[src/hdl/sgmpc_pkg.sv]
// Shared constants and register codes for the SGM path-cost unit.
`timescale 1ns / 1ps
`default_nettype none

package sgmpc_pkg;

  // Defaults for the top-level parameters.
  localparam int MaxDispDefault   = 64;
  localparam int CostWidthDefault = 16;

  // Fixed field widths.
  localparam int NumDispW  = 7;
  localparam int PenaltyW  = 16;
  localparam int DispOutW  = 6;
  localparam int ApbDataW  = 32;
  localparam int ApbAddrW  = 4;
  localparam int RegIndexW = 2;

  // Register indexes (byte address = 4 * index).
  localparam logic [RegIndexW-1:0] RegNumDisp  = 2'd0;
  localparam logic [RegIndexW-1:0] RegSmallPen = 2'd1;
  localparam logic [RegIndexW-1:0] RegLargePen = 2'd2;

  // Register reset values.
  localparam logic [NumDispW-1:0] NumDispReset  = 7'd64;
  localparam logic [PenaltyW-1:0] SmallPenReset = 16'd10;
  localparam logic [PenaltyW-1:0] LargePenReset = 16'd120;

endpackage

`default_nettype wire

[src/hdl/sgmpc_stream_if.sv]
// Valid/ready stream interfaces for the cost input and the path-cost output.
`timescale 1ns / 1ps
`default_nettype none

interface sgmpc_in_if #(
  parameter int COST_WIDTH = sgmpc_pkg::CostWidthDefault
) ();
  logic                  valid;
  logic                  ready;
  logic [COST_WIDTH-1:0] data_cost;
  logic                  path_start;

  modport source (output valid, output data_cost, output path_start, input ready);
  modport sink   (input valid, input data_cost, input path_start, output ready);
endinterface

interface sgmpc_out_if #(
  parameter int COST_WIDTH = sgmpc_pkg::CostWidthDefault
) ();
  logic                          valid;
  logic                          ready;
  logic [COST_WIDTH:0]           path_cost;
  logic [sgmpc_pkg::DispOutW-1:0] disparity;
  logic                          last_of_pixel;

  modport source (output valid, output path_cost, output disparity, output last_of_pixel,
                  input ready);
  modport sink   (input valid, input path_cost, input disparity, input last_of_pixel,
                  output ready);
endinterface

`default_nettype wire

[src/hdl/sgm_path_cost_recurrence_unit.sv]
// Top level of the semi-global matching path-cost recurrence unit.
`timescale 1ns / 1ps
`default_nettype none

// The unit takes one matching cost per cycle on cost_i, disparity 0 first, and
// returns one path cost per transfer on cost_o, in the cycle after the input
// transfer at the earliest. The sustained rate is one item per clock while
// cost_o is ready: the previous pixel's cost vector sits in a ping-pong memory
// of two banks of MAX_DISPARITIES words, each bank rounded up to a power of
// two, with one write and one read port, and the three neighbor costs are held
// in a sliding window that is refilled by a single prefetch read per item
// (costs d-1, d and d+1 are in registers when item d arrives). At the end of
// a pixel the first two entries of the new previous vector come from bypass
// registers, so pixels also follow back to back. The output side has a result
// register and a skid register, so an input transfer is still taken in a cycle
// in which a finished result waits. Writing num_disparities restarts the
// stream: the next pixel is treated as a path start. Penalty writes take
// effect on the next item. Configuration must be written only while the unit
// is idle; the unit does not enforce this. No clearing pass runs after reset.
module sgm_path_cost_recurrence_unit #(
  parameter int MAX_DISPARITIES = sgmpc_pkg::MaxDispDefault,
  parameter int COST_WIDTH      = sgmpc_pkg::CostWidthDefault
) (
  input  wire logic                           clk_i,
  input  wire logic                           rst_ni,
  sgmpc_in_if.sink                            cost_i,
  sgmpc_out_if.source                         cost_o,
  input  wire logic                           psel,
  input  wire logic                           penable,
  input  wire logic                           pwrite,
  input  wire logic [sgmpc_pkg::ApbAddrW-1:0] paddr,
  input  wire logic [sgmpc_pkg::ApbDataW-1:0] pwdata,
  output logic      [sgmpc_pkg::ApbDataW-1:0] prdata,
  output logic                                pready
);
  import sgmpc_pkg::*;

  // Disparity index width, count width, path-cost width, and the width at
  // which all sums are formed without overflow.
  localparam int DW = $clog2(MAX_DISPARITIES);
  localparam int NW = DW + 1;
  localparam int PW = COST_WIDTH + 1;
  localparam int SW = ((PW > PenaltyW) ? PW : PenaltyW) + 2;
  localparam int MemDepth = 2 * (1 << DW);

  // ---------------------------------------------------------------------------
  // Configuration registers on the APB port.
  // ---------------------------------------------------------------------------
  logic [NumDispW-1:0]  num_disp_q;
  logic [PenaltyW-1:0]  small_pen_q;
  logic [PenaltyW-1:0]  large_pen_q;
  logic                 cfg_wr;
  logic [RegIndexW-1:0] cfg_idx;
  logic                 restart;

  assign pready  = 1'b1;
  assign cfg_idx = paddr[ApbAddrW-1:2];
  assign cfg_wr  = psel && penable && pwrite && pready;
  assign restart = cfg_wr && (cfg_idx == RegNumDisp);

  always_ff @(posedge clk_i or negedge rst_ni) begin
    if (!rst_ni) begin
      num_disp_q  <= NumDispReset;
      small_pen_q <= SmallPenReset;
      large_pen_q <= LargePenReset;
    end else if (cfg_wr) begin
      unique case (cfg_idx)
        RegNumDisp:  num_disp_q  <= pwdata[NumDispW-1:0];
        RegSmallPen: small_pen_q <= pwdata[PenaltyW-1:0];
        RegLargePen: large_pen_q <= pwdata[PenaltyW-1:0];
        default: ;
      endcase
    end
  end

  always_comb begin
    unique case (cfg_idx)
      RegNumDisp:  prdata = ApbDataW'(num_disp_q);
      RegSmallPen: prdata = ApbDataW'(small_pen_q);
      RegLargePen: prdata = ApbDataW'(large_pen_q);
      default:     prdata = '0;
    endcase
  end

  // The disparity count in use is the register clamped to [2, MAX_DISPARITIES].
  logic [NW-1:0] n_act;

  always_comb begin
    if (num_disp_q < NumDispW'(2)) begin
      n_act = NW'(2);
    end else if (int'(num_disp_q) > MAX_DISPARITIES) begin
      n_act = NW'(MAX_DISPARITIES);
    end else begin
      n_act = NW'(num_disp_q);
    end
  end

  // ---------------------------------------------------------------------------
  // Handshake: result register plus skid register.
  // ---------------------------------------------------------------------------
  logic          out_valid_q, skid_valid_q;
  logic [PW-1:0] out_cost_q, skid_cost_q;
  logic [DispOutW-1:0] out_disp_q, skid_disp_q;
  logic          out_last_q, skid_last_q;
  logic          in_xfer, out_xfer;

  assign cost_i.ready = !skid_valid_q;
  assign in_xfer      = cost_i.valid && !skid_valid_q;
  assign out_xfer     = out_valid_q && cost_o.ready;

  assign cost_o.valid         = out_valid_q;
  assign cost_o.path_cost     = out_cost_q;
  assign cost_o.disparity     = out_disp_q;
  assign cost_o.last_of_pixel = out_last_q;

  // ---------------------------------------------------------------------------
  // Recurrence state.
  // ---------------------------------------------------------------------------
  logic [DW-1:0] disp_q;
  logic          bank_q;
  logic [PW-1:0] prev_min_q;
  logic [PW-1:0] run_min_q;
  logic          start_q;
  logic          prev_valid_q;

  // Sliding window over the previous vector: win_lo_q is cost d-1, win_mid_q is
  // cost d, rd_q is cost d+1 (memory read register).
  logic [PW-1:0] win_lo_q, win_mid_q, rd_q;
  // First two costs of the current pixel, for the pixel turnover.
  logic [PW-1:0] cur0_q, cur1_q;

  logic [PW-1:0] mem_q [MemDepth];

  logic          is_first, is_last, eff_start;
  logic [PW-1:0] nb, cost, cur1_now, run_min_new;
  logic [SW-1:0] nb_sum, pm_sum, best, full_sum;
  logic [DW:0]   disp_plus2;
  logic [DW:0]   wr_addr, rd_addr;
  logic [DW+DispOutW-1:0] disp_wide;

  assign is_first  = (disp_q == '0);
  assign is_last   = ({1'b0, disp_q} == (n_act - NW'(1)));
  assign eff_start = is_first ? cost_i.path_start : start_q;

  always_comb begin
    priority if (is_first) begin
      nb = rd_q;
    end else if (is_last) begin
      nb = win_lo_q;
    end else begin
      nb = (win_lo_q < rd_q) ? win_lo_q : rd_q;
    end
  end

  always_comb begin
    nb_sum = SW'(nb) + SW'(small_pen_q);
    pm_sum = SW'(prev_min_q) + SW'(large_pen_q);
    best   = SW'(win_mid_q);
    if (nb_sum < best) begin
      best = nb_sum;
    end
    if (pm_sum < best) begin
      best = pm_sum;
    end
    // Every previous cost is at least the previous minimum, so this never wraps.
    full_sum = SW'(cost_i.data_cost) + best - SW'(prev_min_q);
    if (eff_start || !prev_valid_q) begin
      cost = PW'(cost_i.data_cost);
    end else begin
      cost = full_sum[PW-1:0];
    end
  end

  assign run_min_new = (cost < run_min_q) ? cost : run_min_q;
  assign cur1_now    = (disp_q == DW'(1)) ? cost : cur1_q;
  assign disp_plus2  = {1'b0, disp_q} + (DW+1)'(2);
  assign wr_addr     = {bank_q, disp_q};
  assign rd_addr     = {!bank_q, disp_plus2[DW-1:0]};
  assign disp_wide   = {{DispOutW{1'b0}}, disp_q};

  always_ff @(posedge clk_i or negedge rst_ni) begin
    if (!rst_ni) begin
      disp_q       <= '0;
      bank_q       <= 1'b0;
      prev_min_q   <= '0;
      run_min_q    <= '1;
      start_q      <= 1'b1;
      prev_valid_q <= 1'b0;
    end else if (restart) begin
      disp_q       <= '0;
      run_min_q    <= '1;
      start_q      <= 1'b1;
      prev_valid_q <= 1'b0;
    end else if (in_xfer) begin
      start_q <= eff_start;
      if (is_last) begin
        disp_q       <= '0;
        bank_q       <= !bank_q;
        prev_min_q   <= run_min_new;
        run_min_q    <= '1;
        prev_valid_q <= 1'b1;
      end else begin
        disp_q    <= disp_q + DW'(1);
        run_min_q <= run_min_new;
      end
    end
  end

  // Cost memory and the window that feeds from it.
  always_ff @(posedge clk_i) begin
    if (in_xfer) begin
      mem_q[wr_addr] <= cost;
      if (is_first) begin
        cur0_q <= cost;
      end
      cur1_q <= cur1_now;
      if (is_last) begin
        // The vector just finished becomes the previous one.
        win_mid_q <= cur0_q;
        rd_q      <= cur1_now;
      end else begin
        win_lo_q  <= win_mid_q;
        win_mid_q <= rd_q;
        rd_q      <= mem_q[rd_addr];
      end
    end
  end

  // Output and skid registers.
  always_ff @(posedge clk_i or negedge rst_ni) begin
    if (!rst_ni) begin
      out_valid_q  <= 1'b0;
      skid_valid_q <= 1'b0;
    end else if (skid_valid_q) begin
      if (out_xfer) begin
        out_valid_q  <= 1'b1;
        skid_valid_q <= 1'b0;
      end
    end else if (in_xfer) begin
      if (!out_valid_q || cost_o.ready) begin
        out_valid_q <= 1'b1;
      end else begin
        skid_valid_q <= 1'b1;
      end
    end else if (out_xfer) begin
      out_valid_q <= 1'b0;
    end
  end

  always_ff @(posedge clk_i) begin
    if (skid_valid_q) begin
      if (out_xfer) begin
        out_cost_q <= skid_cost_q;
        out_disp_q <= skid_disp_q;
        out_last_q <= skid_last_q;
      end
    end else if (in_xfer) begin
      if (!out_valid_q || cost_o.ready) begin
        out_cost_q <= cost;
        out_disp_q <= disp_wide[DispOutW-1:0];
        out_last_q <= is_last;
      end else begin
        skid_cost_q <= cost;
        skid_disp_q <= disp_wide[DispOutW-1:0];
        skid_last_q <= is_last;
      end
    end
  end

endmodule

`default_nettype wire

[src/flat_wrapper.sv]
// flat-port wrapper written by rule: the top's interface ports become plain ports
module sgm_path_cost_recurrence_unit_flat import sgmpc_pkg::*;
#(
  parameter int MAX_DISPARITIES = sgmpc_pkg::MaxDispDefault,
  parameter int COST_WIDTH      = sgmpc_pkg::CostWidthDefault
)
  (clk_i, rst_ni, psel, penable, pwrite, paddr, pwdata, prdata, pready, cost_i_valid, cost_i_data_cost, cost_i_path_start, cost_i_ready, cost_o_valid, cost_o_path_cost, cost_o_disparity, cost_o_last_of_pixel, cost_o_ready);
  sgmpc_in_if #(.COST_WIDTH(COST_WIDTH)) cost_i_i ();
  sgmpc_out_if #(.COST_WIDTH(COST_WIDTH)) cost_o_i ();
  input  wire logic clk_i;
  input  wire logic rst_ni;
  input  wire logic psel;
  input  wire logic penable;
  input  wire logic pwrite;
  input  wire logic [sgmpc_pkg::ApbAddrW-1:0] paddr;
  input  wire logic [sgmpc_pkg::ApbDataW-1:0] pwdata;
  output logic      [sgmpc_pkg::ApbDataW-1:0] prdata;
  output logic pready;
  input wire logic [$bits(cost_i_i.valid)-1:0] cost_i_valid;
  input wire logic [$bits(cost_i_i.data_cost)-1:0] cost_i_data_cost;
  input wire logic [$bits(cost_i_i.path_start)-1:0] cost_i_path_start;
  output wire logic [$bits(cost_i_i.ready)-1:0] cost_i_ready;
  output wire logic [$bits(cost_o_i.valid)-1:0] cost_o_valid;
  output wire logic [$bits(cost_o_i.path_cost)-1:0] cost_o_path_cost;
  output wire logic [$bits(cost_o_i.disparity)-1:0] cost_o_disparity;
  output wire logic [$bits(cost_o_i.last_of_pixel)-1:0] cost_o_last_of_pixel;
  input wire logic [$bits(cost_o_i.ready)-1:0] cost_o_ready;
  assign cost_i_i.valid = cost_i_valid;
  assign cost_i_i.data_cost = cost_i_data_cost;
  assign cost_i_i.path_start = cost_i_path_start;
  assign cost_i_ready = cost_i_i.ready;
  assign cost_o_valid = cost_o_i.valid;
  assign cost_o_path_cost = cost_o_i.path_cost;
  assign cost_o_disparity = cost_o_i.disparity;
  assign cost_o_last_of_pixel = cost_o_i.last_of_pixel;
  assign cost_o_i.ready = cost_o_ready;
  sgm_path_cost_recurrence_unit #(.MAX_DISPARITIES(MAX_DISPARITIES), .COST_WIDTH(COST_WIDTH)) u_core (.clk_i(clk_i), .rst_ni(rst_ni), .cost_i(cost_i_i), .cost_o(cost_o_i), .psel(psel), .penable(penable), .pwrite(pwrite), .paddr(paddr), .pwdata(pwdata), .prdata(prdata), .pready(pready));
endmodule
[config.mk]
export PLATFORM = sky130hd
export DESIGN_NAME = sgm_path_cost_recurrence_unit_flat
export DESIGN_NICKNAME = d
export VERILOG_FILES = /design/src/hdl/sgmpc_pkg.sv /design/src/hdl/sgmpc_stream_if.sv /design/src/hdl/sgm_path_cost_recurrence_unit.sv /design/src/flat_wrapper.sv
export SDC_FILE = /design/constraint.sdc
export NUM_CORES = 2
export LEC_CHECK = 0
export ABC_CLOCK_PERIOD_IN_PS = 46300
export BUFFER_PORTS_ARGS = -buffer_cell sky130_fd_sc_hd__buf_2
export CORE_ASPECT_RATIO = 1.5
export CORE_MARGIN = 2
export CORE_UTILIZATION = 50
export CTS_CLUSTER_SIZE = 30
export DETAILED_ROUTE_END_ITERATION = 10
export GPL_TIMING_DRIVEN = 0
export HOLD_SLACK_MARGIN = 0.03
export PLACE_DENSITY = 0.64
export SLEW_MARGIN = 10
export SYNTH_ARGS = -nofsm -noshare
export SYNTH_HDL_FRONTEND = slang
export SYNTH_SLANG_ARGS = --single-unit
export TNS_END_PERCENT = 10
[constraint.sdc]
create_clock -name clk_i -period 46.3 [get_ports clk_i]
set_input_delay 9.26 -clock clk_i [delete_from_list [all_inputs] [get_ports clk_i]]
set_output_delay 9.26 -clock clk_i [all_outputs]
set_load 0.005 [all_outputs]
Word-level counts from Yosys, hierarchy flattened

Memory sizes are Yosys's and may differ from the RTL's.
Index checks and enable logic that the tools add are counted.

Reduce and logical (&&, ||, !) cells: 28
Multiplexer cells: 48
Add/subtract/negate cells: 7
Bitwise operators: 4
Magnitude comparators: 6
Equality and inequality tests: 6

Operators with widths:

| kind                  | count |
|---|---|
| $mux W17              | 16 |
| $pmux W16 S3          | 1 |
| $mux W6               | 7 |
| $add A17 B16 Y18      | 2 |
| $lt A17 B17 Y1        | 2 |
| $mux W1               | 21 |
| $lt A19 B17 Y1        | 1 |
| $lt A18 B18 Y1        | 1 |
| $mux W18              | 1 |
| $add A16 B17 Y17      | 1 |
| $sub A17 B17 Y17      | 1 |
| $mux W7               | 2 |
| $reduce_and A2 Y1     | 6 |
| $reduce_and A3 Y1     | 4 |
| $reduce_bool A2 Y1    | 5 |
| $eq A6 B7 Y1          | 1 |
| $gt A7 B7 Y1 const B  | 1 |
| $lt A7 B2 Y1 const B  | 1 |
| $sub A7 B1 Y7 const B | 1 |
| $add A6 B1 Y6 const B | 1 |
| $add A6 B2 Y6 const B | 1 |
| $eq A6 B1 Y1 const B  | 1 |
| $logic_not A6 Y1      | 1 |
| $logic_and A1 B1 Y1   | 5 |
| other kinds (8)       | 15 |

Output and inout port bits: 59
Memory bits (writable): 2176
Logic and storage cells: 122
Register bits: 217
Memories: 1
Input bits: 60

Memory list:

| name         | depth | bits a word | read ports | clocked after memory_dff | write ports | RTL line                             | text |
|---|---|---|---|---|---|---|---|
| u_core.mem_q | 128   | 17          | 1          | 0                        | 1           | sgm_path_cost_recurrence_unit.sv:132 | `logic [PW-1:0] mem_q [MemDepth];` |

Longest topological paths before layout

Depth after elaboration: 20
Depth in mapped cells: 72
Mapped depth without buffers: 65

Worst setup path before layout

No wires, ideal clock.

Kind: input to output
Start: in paddr[3] (netlist bit)
End: out prdata[10] (netlist bit)
Stages on the path: 4
Data arrival time: 10.243 ns
Path slack: 26.797 ns
Cells stage by stage: buf_1 -> nor2b_1 -> clkbuf_1 -> a22o_1

Longest elaborated chain between the ends: 2
Elaborated cells between the ends (all ways): 4
Classes of those cells: eq/ne: 2; mux: 1; reduce/logical: 1

Ends and longest elaborated chain:

| what                                       | RTL line                            | text |
|---|---|---|
| from (decl)                                | flat_wrapper.sv:15                  | `input wire logic [sgmpc_pkg::ApbAddrW-1:0] paddr;` |
| $eq A2 B2 Y1, or another cell as far along | sgm_path_cost_recurrence_unit.sv:77 | `unique case (cfg_idx)` |
| $pmux W16 S3 *                             | sgm_path_cost_recurrence_unit.sv:77 |  |
| to (decl)                                  | flat_wrapper.sv:17                  | `output logic [sgmpc_pkg::ApbDataW-1:0] prdata;` |

Mark *: on every way between the ends. The rest lies on a longest branch, timed or not.

Worst setup path in the final report

Start: reg u_core.disp_q[1]
End: reg u_core.run_min_q[10]

Longest elaborated chain between the ends: 16
Elaborated cells between the ends (all ways): 19
Classes of those cells: add/sub: 3; order compare: 3; eq/ne: 1; mux: 10; reduce/logical: 2

Ends and longest elaborated chain:

| what                   | RTL line                             | text |
|---|---|---|
| from (decl)            | sgm_path_cost_recurrence_unit.sv:119 | `logic [DW-1:0] disp_q;` |
| from (signal assigned) | sgm_path_cost_recurrence_unit.sv:203 | `disp_q <= disp_q + DW'(1);` |
| $eq A6 B7 Y1           | sgm_path_cost_recurrence_unit.sv:142 | `assign is_last = ({1'b0, disp_q} == (n_act - NW'(1)));` |
| $mux W17               | sgm_path_cost_recurrence_unit.sv:148 | `end else if (is_last) begin` |
| $mux W17               | sgm_path_cost_recurrence_unit.sv:146 | `priority if (is_first) begin` |
| $add A17 B16 Y18       | sgm_path_cost_recurrence_unit.sv:156 | `nb_sum = SW'(nb) + SW'(small_pen_q);` |
| $lt A19 B17 Y1         | sgm_path_cost_recurrence_unit.sv:159 | `if (nb_sum < best) begin` |
| $mux W18               | sgm_path_cost_recurrence_unit.sv:159 |  |
| $lt A18 B18 Y1         | sgm_path_cost_recurrence_unit.sv:162 | `if (pm_sum < best) begin` |
| $mux W17               | sgm_path_cost_recurrence_unit.sv:162 |  |
| $add A16 B17 Y17       | sgm_path_cost_recurrence_unit.sv:166 | `full_sum = SW'(cost_i.data_cost) + best - SW'(prev_min_q);` |
| $sub A17 B17 Y17       | sgm_path_cost_recurrence_unit.sv:166 |  |
| $mux W17 *             | sgm_path_cost_recurrence_unit.sv:167 | `if (eff_start \|\| !prev_valid_q) begin` |
| via u_core.cost[15]    | sgm_path_cost_recurrence_unit.sv:135 | `logic [PW-1:0] nb, cost, cur1_now, run_min_new;` |
| $lt A17 B17 Y1 *       | sgm_path_cost_recurrence_unit.sv:174 | `assign run_min_new = (cost < run_min_q) ? cost : run_min_q;` |
| $mux W17 *             | sgm_path_cost_recurrence_unit.sv:174 |  |
| $mux W17 *             | sgm_path_cost_recurrence_unit.sv:196 | `if (is_last) begin` |
| $mux W17 *             | sgm_path_cost_recurrence_unit.sv:194 | `end else if (in_xfer) begin` |
| $mux W17 *             | sgm_path_cost_recurrence_unit.sv:189 | `end else if (restart) begin` |
| to (signal assigned)   | sgm_path_cost_recurrence_unit.sv:204 | `run_min_q <= run_min_new;` |
| to (decl)              | sgm_path_cost_recurrence_unit.sv:122 | `logic [PW-1:0] run_min_q;` |

Mark *: on every way through the listed nets, which the timed path passes. The rest lies on a longest branch. The select of a mux whose other input is x is not followed.
A chain may end at the register's enable or synchronous reset.

==> results.cfg <==
[clock_network]
cts_buffers = 213
cts_tree = built
clock-sinks = 2393
holdBufCountCts = 0
htreeDepth = 4
path_clk_slew_ns = 0.07
clockRootBuffer = clkbuf_16
clock_latency_ns = 0.86
cts_setup_buffers = 0
cts_resized = 0
clock_path_buffers = 4

[placed_design]
placed_cells = 7378
port_buffers = 83
dpl_cell_area_sq_um = 104000
dp_worst_setup_slack_ns = 26.33
gp_congestion = 0.972
dpl.hpwl_um = 216000

[floorplanning]
die_h_um = 543
start_util = 0.504
std_cell_rows = 197
ioPinCount = 119
coreArea_sq_um = 192000
die_area_sq_um = 197000
fp.dieW_um = 363

[timing]
final_hold_viol_count = 0
worst_pin_slew_ns = 1.46
fin_setup_tns_ns = 0
rsz0062_at_grt = false
fin_crit_sh = 0.437
drv_slew = 0
fmax_ghz = 0.0494
period_needed_ns = 20.25
finalWorstSetupSlack_ns = 26.05
fin_worst_skew_ns = 0.0423
relSlewSlack = 0.0250
setup_viol = 0

[global_routing]
grt_overflow = 0
grt_pass1_vias = 51100
grt_max_degree = 134
grt_pass1_wl_um = 414000
antenna_found_initial = 15
grt_usage = 0.312

[cells_and_area]
syn_to_final_growth_pct = 14.9
fin_area_sq_um = 111000
layout_commonest_cell = edfxtp_1
seq_area_sq_um = 71500
multi_input_area_sq_um = 24900
drive_above_1_share = 0.305
final_cell_mix = edfxtp_1, mux4_2, clkbuf_16, nand2_1, clkbuf_1
layout.nets = 5307
fill_cells = 13900
layout.cells.non_filler = 7771

[critical_path]
reg2reg_slack_ns = 26.05
critical_path.endpoint_type = flip-flop
startpoint_type = flip-flop
reg2reg_depth = 64
cpPeakStageDelay_ns = 0.87
cp.arrival_ns = 21.04
rr_startpoint = u_core.disp_q[1]$_DFFE_PN0P_
cp_max_fo = 94
setup.worst_path.class = flip-flop to flip-flop
r2r-end = u_core.run_min_q[10]$_DFFE_PN1P_
startpoint = u_core.disp_q[1]$_DFFE_PN0P_
path_common_cell = clkbuf_1
crit_required_ns = 47.09
cp_slowest_cell = a21oi_1

[logic_synthesis]
seq_area_frac_synth = 0.737
synth_area_sq_um = 96900
synth_warnings = 0
synth_edf_count = 2309
synth_flop_cell = edfxtp_1
synthArstFlopShare = 0.0351
ys_ff_latch = 2393
postSynthAreaPerCell_sq_um = 20.8
synth_cell_types = 75
synthCells = 4649

[run]
cap_violations = 0

[routing]
vias = 50500
drc = 0
final_antenna_net_count = 0
drt_iter0_drc = 6748
wl_um = 305000
dr.pass1.iters = 7
wl_per_cell_um = 39.2
via_per_inst = 6.50

[hold_path]
min_from = u_core.win_mid_q[6]$_DFFE_PP_
min_to = u_core.win_lo_q[6]$_DFFE_PP_
hold-path-cell-count = 0
min_path_type = flip-flop to flip-flop

[run_status]
status = completed
-- cell families after synthesis --
logic type	synth area share
and+or+nand+nor	0.0244
xor gates and xnor gates	0.00487
adders and majority gates	0.0196
muxes	0.177
DFF	0.737
AOI/OAI and AO/OA	0.0217
other	0.0000775
buffers and inverters	0.0147
-- stage by stage --
step | hold slack (ns) | util
3_5_place_dp | 0.437 | 0.543
6_report | 0.451 | 0.579
4_1_cts | 0.450 | 0.579
3_3_place_gp | 0.436 | 0.523
5_1_grt | 0.462 | 0.579
2_1_floorplan | 0.426 | -
-- final cells by class --
| cell class | count | area share |
|---|---|---|
| inverter | 114 | 0.00398 |
| clock buffer | 266 | 0.0510 |
| buffer | 243 | 0.0100 |
| antenna | 7 | 0.000157 |
| clock inverter | 120 | 0.0110 |
| tap | 2487 | 0.0279 |
| multi-input combinational | 1915 | 0.224 |
| timing repair buffer | 226 | 0.0302 |
| sequential | 2393 | 0.642 |
-- routing by layer --
layer | GRT usage | part of all wire
met1 | 0.336 | 0.31
met2 | 0.526 | 0.50
met3 | 0.0566 | 0.080
met4 | 0.283 | 0.11
met5 | 0 | 0.000030
-- worst max-delay path, delay by kind of cell (launching register included) --
family                   cells  cell delay (ns)
adder cells (fa/ha/maj)      8             2.77
AND/OR/NAND/NOR              6             1.03
multiplexers                 3             1.59
AO/OA/AOI/OAI               32             8.34
buffers and inverters       13             5.52
XOR/XNOR                     2             0.37
flip-flops                   1             0.46
-- sequential cells by signal (all words and copies together), names as in the netlist --
signal / cells
u_core.mem_q: 2176
u_core.cost_o.path_cost: 17
u_core.cur0_q: 17
u_core.cur1_q: 17
u_core.prev_min_q: 17
u_core.rd_q: 17
u_core.run_min_q: 17
u_core.skid_cost_q: 17
u_core.win_lo_q: 17
u_core.win_mid_q: 17
u_core.large_pen_q: 16
u_core.small_pen_q: 16
u_core.num_disp_q: 7
u_core.cost_o.disparity: 6
u_core.disp_q: 6
u_core.skid_disp_q: 6
u_core.bank_q: 1
u_core.cost_o.last_of_pixel: 1
u_core.cost_o.valid: 1
u_core.prev_valid_q: 1
u_core.skid_last_q: 1
u_core.skid_valid_q: 1
u_core.start_q: 1
-- synthesized netlist by cell type (all sizes together) (20+ instances only) --
library cell     n  share of area
a21o            26         0.0020
a21oi           87         0.0046
buf             81         0.0040
clkbuf         162         0.0063
dfrtp           59          0.015
dfstp           25         0.0068
edfxtp        2309           0.72
ha             123          0.016
inv            113         0.0044
mux2            70         0.0081
mux2i           46         0.0048
mux4           707           0.16
nand2          212         0.0082
nand2b          27         0.0017
nand3           26         0.0013
nor2           202         0.0078
o21ai          110         0.0057
xnor2           33         0.0031
xor2            20         0.0018
-- how the worst max path moves through the flow --
stage                                                   to  slack, ns
after global placement    u_core.prev_min_q[9]$_DFFE_PN0P_      15.05
after CTS                                       prdata[15]      26.33
after floorplan                                 prdata[10]      26.80
final                     u_core.run_min_q[10]$_DFFE_PN1P_      26.05
after global routing      u_core.run_min_q[16]$_DFFE_PN1P_      25.15
after detailed placement                        prdata[15]      26.33
Power is not shown: default switching activity piles up to over one toggle a cycle in this logic, so the estimate is an artifact.
